$ cat config.mk
export PLATFORM = sky130hd
export DESIGN_NAME = ddpi_div
export DESIGN_NICKNAME = d
export VERILOG_FILES = /design/src/sv/ddpi_pkg.sv /design/src/sv/ddpi_div.sv
export SDC_FILE = /design/constraint.sdc
export NUM_CORES = 1
export LEC_CHECK = 0
export BUFFER_PORTS_ARGS = -buffer_cell sky130_fd_sc_hd__buf_2
export CORE_MARGIN = 3
export CORE_UTILIZATION = 35
export CTS_CLUSTER_SIZE = 10
export DETAILED_ROUTE_END_ITERATION = 6
export PLACE_DENSITY = 0.58
export RECOVER_POWER = 100
export SYNTH_ARGS = -nofsm -noshare
export SYNTH_HDL_FRONTEND = slang
export SYNTH_SLANG_ARGS = --single-unit
$ cat constraint.sdc
create_clock -name i_clk -period 3.75 [get_ports i_clk]
set_clock_uncertainty 0.1 [all_clocks]
set_input_delay 0.75 -clock i_clk [delete_from_list [all_inputs] [get_ports i_clk]]
set_output_delay 0.75 -clock i_clk [all_outputs]
set_load 0.1 [all_outputs]
$ cat src/sv/ddpi_pkg.sv
// Shared constants, types and helper functions for the differential drive PI controller.
// No dependencies; every other file except ddpi_cmd_if imports this package.
package ddpi_pkg;

    // Fixed point and geometry
    localparam int FRAC_BITS   = 8;
    localparam int COUNT_WIDTH = 16;
    localparam int HALF_TRACK  = 5;
    // Right ratio error is scaled by four, done as a shift.
    localparam int RATIO_ERR_SHIFT = 2;

    // Data widths
    localparam int CFG_W   = 16;
    localparam int GAIN_W  = 12;
    localparam int SPEED_W = 24;
    localparam int PWM_W   = 16;
    localparam int MEAN_W  = 32;
    localparam int RATIO_W = 16;
    localparam int WERR_W  = 37;
    localparam int MUL_A_W = 33;
    localparam int MUL_B_W = 18;
    localparam int PROD_W  = MUL_A_W + MUL_B_W;
    localparam int DIV_NUM_W = 48;
    localparam int DIV_DEN_W = 24;
    localparam int DIV_CNT_W = $clog2(DIV_NUM_W);
    localparam int CFG_ADDR_W = 3;

    // Input kinds
    localparam logic [2:0] KIND_CMD    = 3'd0;
    localparam logic [2:0] KIND_LEFT   = 3'd1;
    localparam logic [2:0] KIND_RIGHT  = 3'd2;
    localparam logic [2:0] KIND_TICK   = 3'd3;
    localparam logic [2:0] KIND_UPDATE = 3'd4;

    // Command codes
    localparam logic [2:0] CMD_IDLE     = 3'd0;
    localparam logic [2:0] CMD_STRAIGHT = 3'd1;
    localparam logic [2:0] CMD_RIGHT    = 3'd2;
    localparam logic [2:0] CMD_LEFT     = 3'd3;

    // Active modes
    localparam logic [1:0] MODE_IDLE     = 2'd0;
    localparam logic [1:0] MODE_STRAIGHT = 2'd1;
    localparam logic [1:0] MODE_RIGHT    = 2'd2;
    localparam logic [1:0] MODE_LEFT     = 2'd3;

    // Configuration register indexes
    localparam logic [CFG_ADDR_W-1:0] CFG_CRUISE_SPEED    = 3'd0;
    localparam logic [CFG_ADDR_W-1:0] CFG_CRUISE_PWM      = 3'd1;
    localparam logic [CFG_ADDR_W-1:0] CFG_GAIN_P          = 3'd2;
    localparam logic [CFG_ADDR_W-1:0] CFG_GAIN_I          = 3'd3;
    localparam logic [CFG_ADDR_W-1:0] CFG_GAIN_P_TURN     = 3'd4;
    localparam logic [CFG_ADDR_W-1:0] CFG_GAIN_I_TURN     = 3'd5;
    localparam logic [CFG_ADDR_W-1:0] CFG_SPEED_PER_COUNT = 3'd6;
    localparam logic [CFG_ADDR_W-1:0] CFG_PWM_PER_SPEED   = 3'd7;

    // Divider request and response
    typedef struct packed {
        logic                 start;
        logic [DIV_NUM_W-1:0] dividend;
        logic [DIV_DEN_W-1:0] divisor;
    } t_div_req;

    typedef struct packed {
        logic                 done;
        logic [DIV_NUM_W-1:0] quot;
    } t_div_rsp;

    // Saturate a nonnegative product to 24 bits.
    function automatic logic [SPEED_W-1:0] sat24_prod(input logic signed [PROD_W-1:0] v);
        if (v > $signed(PROD_W'(24'hFFFFFF))) begin
            return '1;
        end
        return v[SPEED_W-1:0];
    endfunction

    // Saturate a quotient to 24 bits.
    function automatic logic [SPEED_W-1:0] sat24_quot(input logic [DIV_NUM_W-1:0] v);
        if (v > DIV_NUM_W'(24'hFFFFFF)) begin
            return '1;
        end
        return v[SPEED_W-1:0];
    endfunction

    // PWM width from a product scaled by 2F fraction bits, saturated to 16 bits.
    function automatic logic [PWM_W-1:0] width_of(input logic signed [PROD_W-1:0] v);
        logic [PROD_W-1:0] s;
        s = PROD_W'(v >>> (2 * FRAC_BITS));
        if (s > PROD_W'(16'hFFFF)) begin
            return '1;
        end
        return s[PWM_W-1:0];
    endfunction

    // Clamp to the signed 32-bit range.
    function automatic logic signed [MEAN_W-1:0] clamp32(input logic signed [PROD_W-1:0] v);
        if (v > $signed(PROD_W'(32'h7FFFFFFF))) begin
            return 32'sh7FFFFFFF;
        end
        if (v < -$signed(PROD_W'(33'h080000000))) begin
            return 32'sh80000000;
        end
        return v[MEAN_W-1:0];
    endfunction

endpackage

$ cat src/sv/ddpi_div.sv
// Iterative restoring divider: one quotient bit per cycle, unsigned operands.
// Depends on ddpi_pkg (widths and request/response structs).
module ddpi_div (
    input  logic              i_clk,
    input  logic              i_rst_n,
    input  ddpi_pkg::t_div_req i_req,
    output ddpi_pkg::t_div_rsp o_rsp
);
    import ddpi_pkg::*;

    logic                 r_busy;
    logic                 r_done;
    logic [DIV_CNT_W-1:0] r_cnt;
    logic [DIV_DEN_W-1:0] r_rem;
    logic [DIV_DEN_W-1:0] r_den;
    logic [DIV_NUM_W-1:0] r_quo;

    logic [DIV_DEN_W:0]   rem_sh;
    logic                 fits;
    logic [DIV_DEN_W:0]   rem_nx;

    // One shift-and-subtract step.
    always_comb begin
        rem_sh = {r_rem, r_quo[DIV_NUM_W-1]};
        fits   = rem_sh >= {1'b0, r_den};
        rem_nx = fits ? rem_sh - {1'b0, r_den} : rem_sh;
    end

    // Control: start loads the operands, the last step raises done for one cycle.
    always_ff @(posedge i_clk) begin
        if (!i_rst_n) begin
            r_busy <= 1'b0;
            r_done <= 1'b0;
            r_cnt  <= '0;
        end else begin
            r_done <= 1'b0;
            if (i_req.start) begin
                r_busy <= 1'b1;
                r_cnt  <= '0;
            end else if (r_busy) begin
                r_cnt <= r_cnt + 1'b1;
                if (r_cnt == DIV_CNT_W'(DIV_NUM_W - 1)) begin
                    r_busy <= 1'b0;
                    r_done <= 1'b1;
                end
            end
        end
    end

    // Datapath: remainder and the shifting dividend/quotient word.
    always_ff @(posedge i_clk) begin
        if (i_req.start) begin
            r_rem <= '0;
            r_den <= i_req.divisor;
            r_quo <= i_req.dividend;
        end else if (r_busy) begin
            r_rem <= rem_nx[DIV_DEN_W-1:0];
            r_quo <= {r_quo[DIV_NUM_W-2:0], fits};
        end
    end

    assign o_rsp.done = r_done;
    assign o_rsp.quot = r_quo;
endmodule

==> results of run 1 <==
cells in the mapped netlist, types with 3 or more instances:
cell type and number:
a211oi_1 20, a21o_1 5, a21oi_1 38, buf_1 4
buf_2 3, buf_4 3, clkbuf_1 10, dfxtp_1 32
edfxtp_1 72, ha_1 25, inv_1 33, mux2_2 48
mux2i_1 12, nand2_1 21, nand2b_1 4, nand3_1 5
nand4_1 5, nor2_1 47, nor2b_1 6, nor3_1 12
o211ai_1 3, o21a_1 6, o21ai_0 19, o31a_1 3
xnor2_1 10, xor2_1 7
cells by family after synthesis:
logic type	Yosys count	share of synthesized area
buffers and inverters	54	0.0412
XOR/XNOR	17	0.0273
AO/OA/AOI/OAI	118	0.148
AND/OR/NAND/NOR	106	0.0868
adder cells (fa/ha/maj)	26	0.0609
multiplexers	61	0.123
flip-flops	104	0.513
worst register-to-register path, stage by stage (launching register included):
cell and delay (ns):
edfxtp_1 0.43, inv_1 0.08, ha_1 0.24, nor2b_1 0.15, o31a_1 0.28, o21ai_2 0.23
o21a_1 0.18, a21oi_2 0.10, o41ai_4 0.34, buf_4 0.35, clkbuf_1 0.34, a21oi_1 0.12
o21a_1 0.11, nor3_1 0.16
final timing paths:
check	start	to	slack (ns)	cells after the start
hold / removal	r_rem[11]$_SDFFE_PP0P_	r_rem[11]$_SDFFE_PP0P_	0.40	2
setup / recovery	i_req[72]	r_quo[12]$_DFFE_PP_	0.40	3
hold reg to reg	r_rem[11]$_SDFFE_PP0P_	r_rem[11]$_SDFFE_PP0P_	0.40	2
setup reg to reg	r_den[1]$_DFFE_PP_	r_rem[16]$_SDFFE_PP0P_	0.46	13
through the flow:
step           instances  area [um^2]  worst slack (ns)   util  total power [uW]
5_1_grt              822         6510             0.208  0.427              3460
3_5_place_dp         806         6290             0.570  0.413              2380
4_1_cts              822         6590             0.541  0.432              3340
2_1_floorplan        486         5460             0.458      -              2190
3_3_place_gp         806         6290             0.731  0.413              2370
6_report             822         6510             0.400  0.427              3290
layout make-up:
| cell class | count | area [um^2] | area share |
|---|---|---|---|
| tap | 211 | 264 | 0.0405 |
| sequential | 104 | 2800 | 0.430 |
| clock inverter | 6 | 66.3 | 0.0102 |
| multi-input combinational | 328 | 2430 | 0.373 |
| timing repair buffer | 130 | 599 | 0.0920 |
| inverter | 33 | 124 | 0.0190 |
| clock buffer | 10 | 229 | 0.0352 |
power groups by stage:
stage          clock network (uW)  registers (uW)  logic, uW
2_1_floorplan                   0            1810        380
3_3_place_gp                    0            1420        950
3_5_place_dp                    0            1420        957
4_1_cts                       986            1400        960
5_1_grt                      1030            1410       1010
6_report                      953            1400        936
state kept, by name, summed over array words and instances, names as in the netlist:
name    cells
r_rem      24
r_quo      48
r_done      1
r_den      24
r_cnt       6
r_busy      1
layer usage:
layer / up-vias / track usage
met5: - / 0
met4: 4 / 0.0587
met3: 17 / 0.0589
met2: 107 / 0.245
met1: 1903 / 0.187
li1: 2033 / -
==> results.sh, run 1 <==
export IMPL_grt_usage=0.153
export IMPL_cts_hold_buf=0
export IMPL_synthArstFlopShare=0
export IMPL_tns_ns=0
export IMPL_cp_start_kind="input port"
export IMPL_vdd_ir_drop_max_mv=0.299
export IMPL_syn_cell_area_um2=5460
export IMPL_critPathTopFamily="buffers and inverters"
export IMPL_viasPerCell=4.94
export IMPL_wl_met3_um=974
export IMPL_ys_seq_area_frac=0.513
export IMPL_cts_root_buffer="clkbuf_16"
export IMPL_wl_met2_um=5670
export IMPL_rsz0062_at_grt="no"
export IMPL_nFillCells=1519
export IMPL_cts_made_buffers=9
export IMPL_worst_pin_slew_ns=2.19
export IMPL_io_pin_count=124
export IMPL_routed_top_layer="met5"
export IMPL_syn_inst=486
export IMPL_row_count=45
export IMPL_area_growth_pct=19.3
export IMPL_die_x_um=131
export IMPL_worstPathMaxFanout=39
export IMPL_antenna_found_initial=2
export IMPL_p_clk_frac=0.290
export IMPL_cts_repair_resized=0
export IMPL_clock_fmax_ghz=0.298
export IMPL_grt_pass1_vias=4197
export IMPL_synth_top_area_cell="edfxtp_1"
export IMPL_cp_required_ns=3.75
export IMPL_path_class="input port to register"
export IMPL_p_int_uw=2110
export IMPL_wirelength_um=12400
export IMPL_critPathMaxStageDelay_ns=1.52
export IMPL_clk_latency_ns=0.35
export IMPL_critPathSlowestCell="clkbuf_1"
export IMPL_post_cts_buffers=0
export IMPL_coreArea_um2=15300
export IMPL_outcome="finished, violations left"
export IMPL_finalCriticalPeriod_ns=3.35
export IMPL_swShare=0.357
export IMPL_n_antenna_cell=0
export IMPL_final_cell_mix="buf_2, edfxtp_1, clkbuf_1"
export IMPL_hold_class="register to register"
export IMPL_path_cells="clkbuf_1 > buf_4 > mux2_2"
export IMPL_yosys_top_cells_area="edfxtp_1, dfxtp_1, mux2_2"
export IMPL_violations="capacitance limit, slew limit"
export IMPL_overflow=0
export IMPL_finalCritPeriodShare=0.893
export IMPL_whs_ns=0.401
export IMPL_avgRoutedWirePerCell_um=15.0
export IMPL_max_cap_viol_count=1
export IMPL_arrival_ns=3.35
export IMPL_cts_sinks=104
export IMPL_power_per_cell_area_nw_per_um2=505
export IMPL_drt_iter0_drc=186
export IMPL_synth_edf_count=72
export IMPL_ys_flop_type="edfxtp_1"
export IMPL_syn_nets=587
export IMPL_slew_headroom=-0.463
export IMPL_syn_avg_cell_area_um2=11.2
export IMPL_final_common_cell="buf_2"
export IMPL_end_kind="register"
export IMPL_dr_pass1_iters=4
export IMPL_initial_core_util=0.358
export IMPL_grt_max_degree=50
export IMPL_drive_gt1_frac=0.244
export IMPL_leakage_uw=0.00261
export IMPL_comb_power_share=0.285
export IMPL_cts_buffer_depth=2
export IMPL_final_nets=707
export IMPL_synth_seq_cells=104
export IMPL_maxSlewViolCount=40
export IMPL_clk_pin_slew_ns=0.07
export IMPL_yosys_warnings=0
export IMPL_switching_power_uw=1170
export IMPL_place_hpwl_um=9050
export IMPL_via_count=4064
export IMPL_crit_buf_inv=2
export IMPL_drc=0
export IMPL_grt_pass1_wl_um=20600
export IMPL_final_hold_viol_count=0
export IMPL_portBuffers=123
export IMPL_synth_cell_types=52
export IMPL_wl_met1_um=5470
export IMPL_die_h_um=131
export IMPL_detail_route_antenna_nets=0
export IMPL_cts_tree="built"
export IMPL_setup_viol=0
export IMPL_dieArea_um2=17100
export IMPL_yosys_area_top_type_share=0.396
export IMPL_gp_congestion=0.817
export IMPL_pwr_share_seq=0.425
export IMPL_h_tree_depth=3
(Power assumes the default switching activity.)
==> inputs of run 2 (changes only) <==
--- a/config.mk
+++ b/config.mk
@@ -10,7 +10,7 @@
 export CORE_UTILIZATION = 35
 export CTS_CLUSTER_SIZE = 10
 export DETAILED_ROUTE_END_ITERATION = 6
-export PLACE_DENSITY = 0.58
+export PLACE_DENSITY = 0.6
 export RECOVER_POWER = 100
 export SYNTH_ARGS = -nofsm -noshare
 export SYNTH_HDL_FRONTEND = slang
==> constraint.sdc (replaced) <==
create_clock -name i_clk -period 3 [get_ports i_clk]
set_clock_uncertainty 0.1 [all_clocks]
set_input_delay 0.6 -clock i_clk [delete_from_list [all_inputs] [get_ports i_clk]]
set_output_delay 0.6 -clock i_clk [all_outputs]
set_load 0.1 [all_outputs]
==> results.sh, run 2 (synthesis gave the netlist of run 1 again) <==
export IMPL_outcome="finished, violations left"
export IMPL_violations="capacitance limit, slew limit"
export IMPL_place_hpwl_um=9540
export IMPL_placed_area_um2=6420
export IMPL_finalCriticalPeriod_ns=2.90
export IMPL_coreArea_um2=15300
export IMPL_cts_buffer_depth=2
export IMPL_drive_gt1_frac=0.289
export IMPL_grt_pass1_wl_um=21100
export IMPL_cp_required_ns=3.15
export IMPL_final_nets=723
export IMPL_finalCritPeriodShare=0.967
export IMPL_portBuffers=123
export IMPL_grt_pass1_vias=4241
export IMPL_final_common_cell="buf_2"
export IMPL_regArea_um2=2800
export IMPL_antenna_found_initial=2
export IMPL_area_growth_pct=24.9
export IMPL_die_h_um=131
export IMPL_dieArea_um2=17100
export IMPL_clk_pin_slew_ns=0.08
export IMPL_viasPerCell=5.03
export IMPL_wirelength_um=13200
export IMPL_io_pin_count=124
export IMPL_final_cell_area_um2=6820
export IMPL_detail_route_antenna_nets=0
export IMPL_grt_usage=0.156
export IMPL_reg2regPathDepth=13
export IMPL_cts_tree="built"
export IMPL_arrival_ns=3.05
export IMPL_setup_viol=0
export IMPL_initial_core_util=0.358
export IMPL_worst_pin_slew_ns=1.62
export IMPL_worstPathMaxFanout=5
export IMPL_leakage_uw=0.00273
export IMPL_cts_sinks=104
export IMPL_cts_root_buffer="clkbuf_16"
export IMPL_final_hold_viol_count=0
export IMPL_reg_top3="r_quo (48), r_den (24), r_rem (24)"
export IMPL_whs_ns=0.315
export IMPL_min_delay_path_depth=1
export IMPL_die_x_um=131
export IMPL_clk_latency_ns=0.36
export IMPL_pre_cts_slack_ns=0.0314
export IMPL_maxSlewViolCount=27
export IMPL_nFillCells=1478
export IMPL_clock_fmax_ghz=0.345
export IMPL_path_class="register to register"
export IMPL_end_kind="register"
export IMPL_hold_class="input port to register"
export IMPL_tns_ns=0
export IMPL_h_tree_depth=3
export IMPL_grt_max_degree=49
export IMPL_slew_headroom=-0.0767
export IMPL_drt_iter0_drc=280
export IMPL_cp_start_kind="register"
export IMPL_power_per_cell_area_nw_per_um2=613
export IMPL_vdd_ir_drop_max_mv=0.559
export IMPL_setup_ws_ns=0.0998
export IMPL_largest_reg_flops=48
export IMPL_max_cap_viol_count=1
export IMPL_via_count=4217
export IMPL_cts_made_buffers=9
export IMPL_dr_pass1_iters=4
export IMPL_top_register="r_quo"
export IMPL_n_antenna_cell=0
export IMPL_drc=0
export IMPL_row_count=45
export IMPL_avgRoutedWirePerCell_um=15.7
export IMPL_final_cell_mix="buf_2, edfxtp_1, clkbuf_1"
export IMPL_multiInputGateArea_um2=2540
export IMPL_overflow=0
export IMPL_gp_congestion=0.835
==> run 2: worst paths after layout <==
check	from	to	slack (ns)
max	r_den[18]$_DFFE_PP_	r_rem[22]$_SDFFE_PP0P_	0.1
min	i_req[21]	r_den[21]$_DFFE_PP_	0.31
max reg2reg	r_den[18]$_DFFE_PP_	r_rem[22]$_SDFFE_PP0P_	0.1
min reg2reg	r_cnt[5]$_SDFFE_PP0P_	r_cnt[5]$_SDFFE_PP0P_	0.39
==> run 2: stage by stage <==
stage,cells,total power (uW),util
floorplan,486,2750,-
global placement,814,3000,0.421
detailed placement,814,3010,0.421
CTS,830,4200,0.440
global route,838,4380,0.447
finish,838,4180,0.447
==> run 2: metal layers <==
metal | part of all wire | vias to the layer above | GRT usage
met3 | 0.092 | 11 | 0.0707
li1 | - | 2068 | -
met4 | 0.0082 | 4 | 0.0327
met2 | 0.48 | 141 | 0.259
met1 | 0.42 | 1993 | 0.189
met5 | 0.0020 | - | 0
==> run 2: worst max-delay path, cell delays in order, from the launching register on <==
cell,delay (ns)
edfxtp_1,0.37
inv_1,0.11
ha_4,0.21
a21o_1,0.18
a21oi_2,0.13
o21bai_1,0.12
a211o_1,0.32
buf_4,0.15
o41ai_4,0.29
buf_4,0.19
buf_12,0.11
mux2_1,0.32
mux2i_1,0.13
nor3_1,0.06
==> run 2: layout make-up <==
cell class	count	share of cell area
Clock buffer	9	0.0330
Timing Repair Buffer	146	0.117
Inverter	33	0.0182
Clock inverter	7	0.00954
Multi-Input combinational cell	328	0.373
Sequential cell	104	0.411
Tap cell	211	0.0387
==> run 2: timing repair <==
item,4_1_cts,5_1_grt
hold buffers,0,0
resized for setup,0,12
endpoints found under the hold margin,0,0
endpoints found under the setup margin,0,12
buffers inserted,0,6
==> run 2: power breakdown <==
group / leakage (uW) / internal (uW) / switching [uW]
clock: 0.000139 / 582 / 590
combinational: 0.00162 / 366 / 886
sequential: 0.000980 / 1680 / 76.1
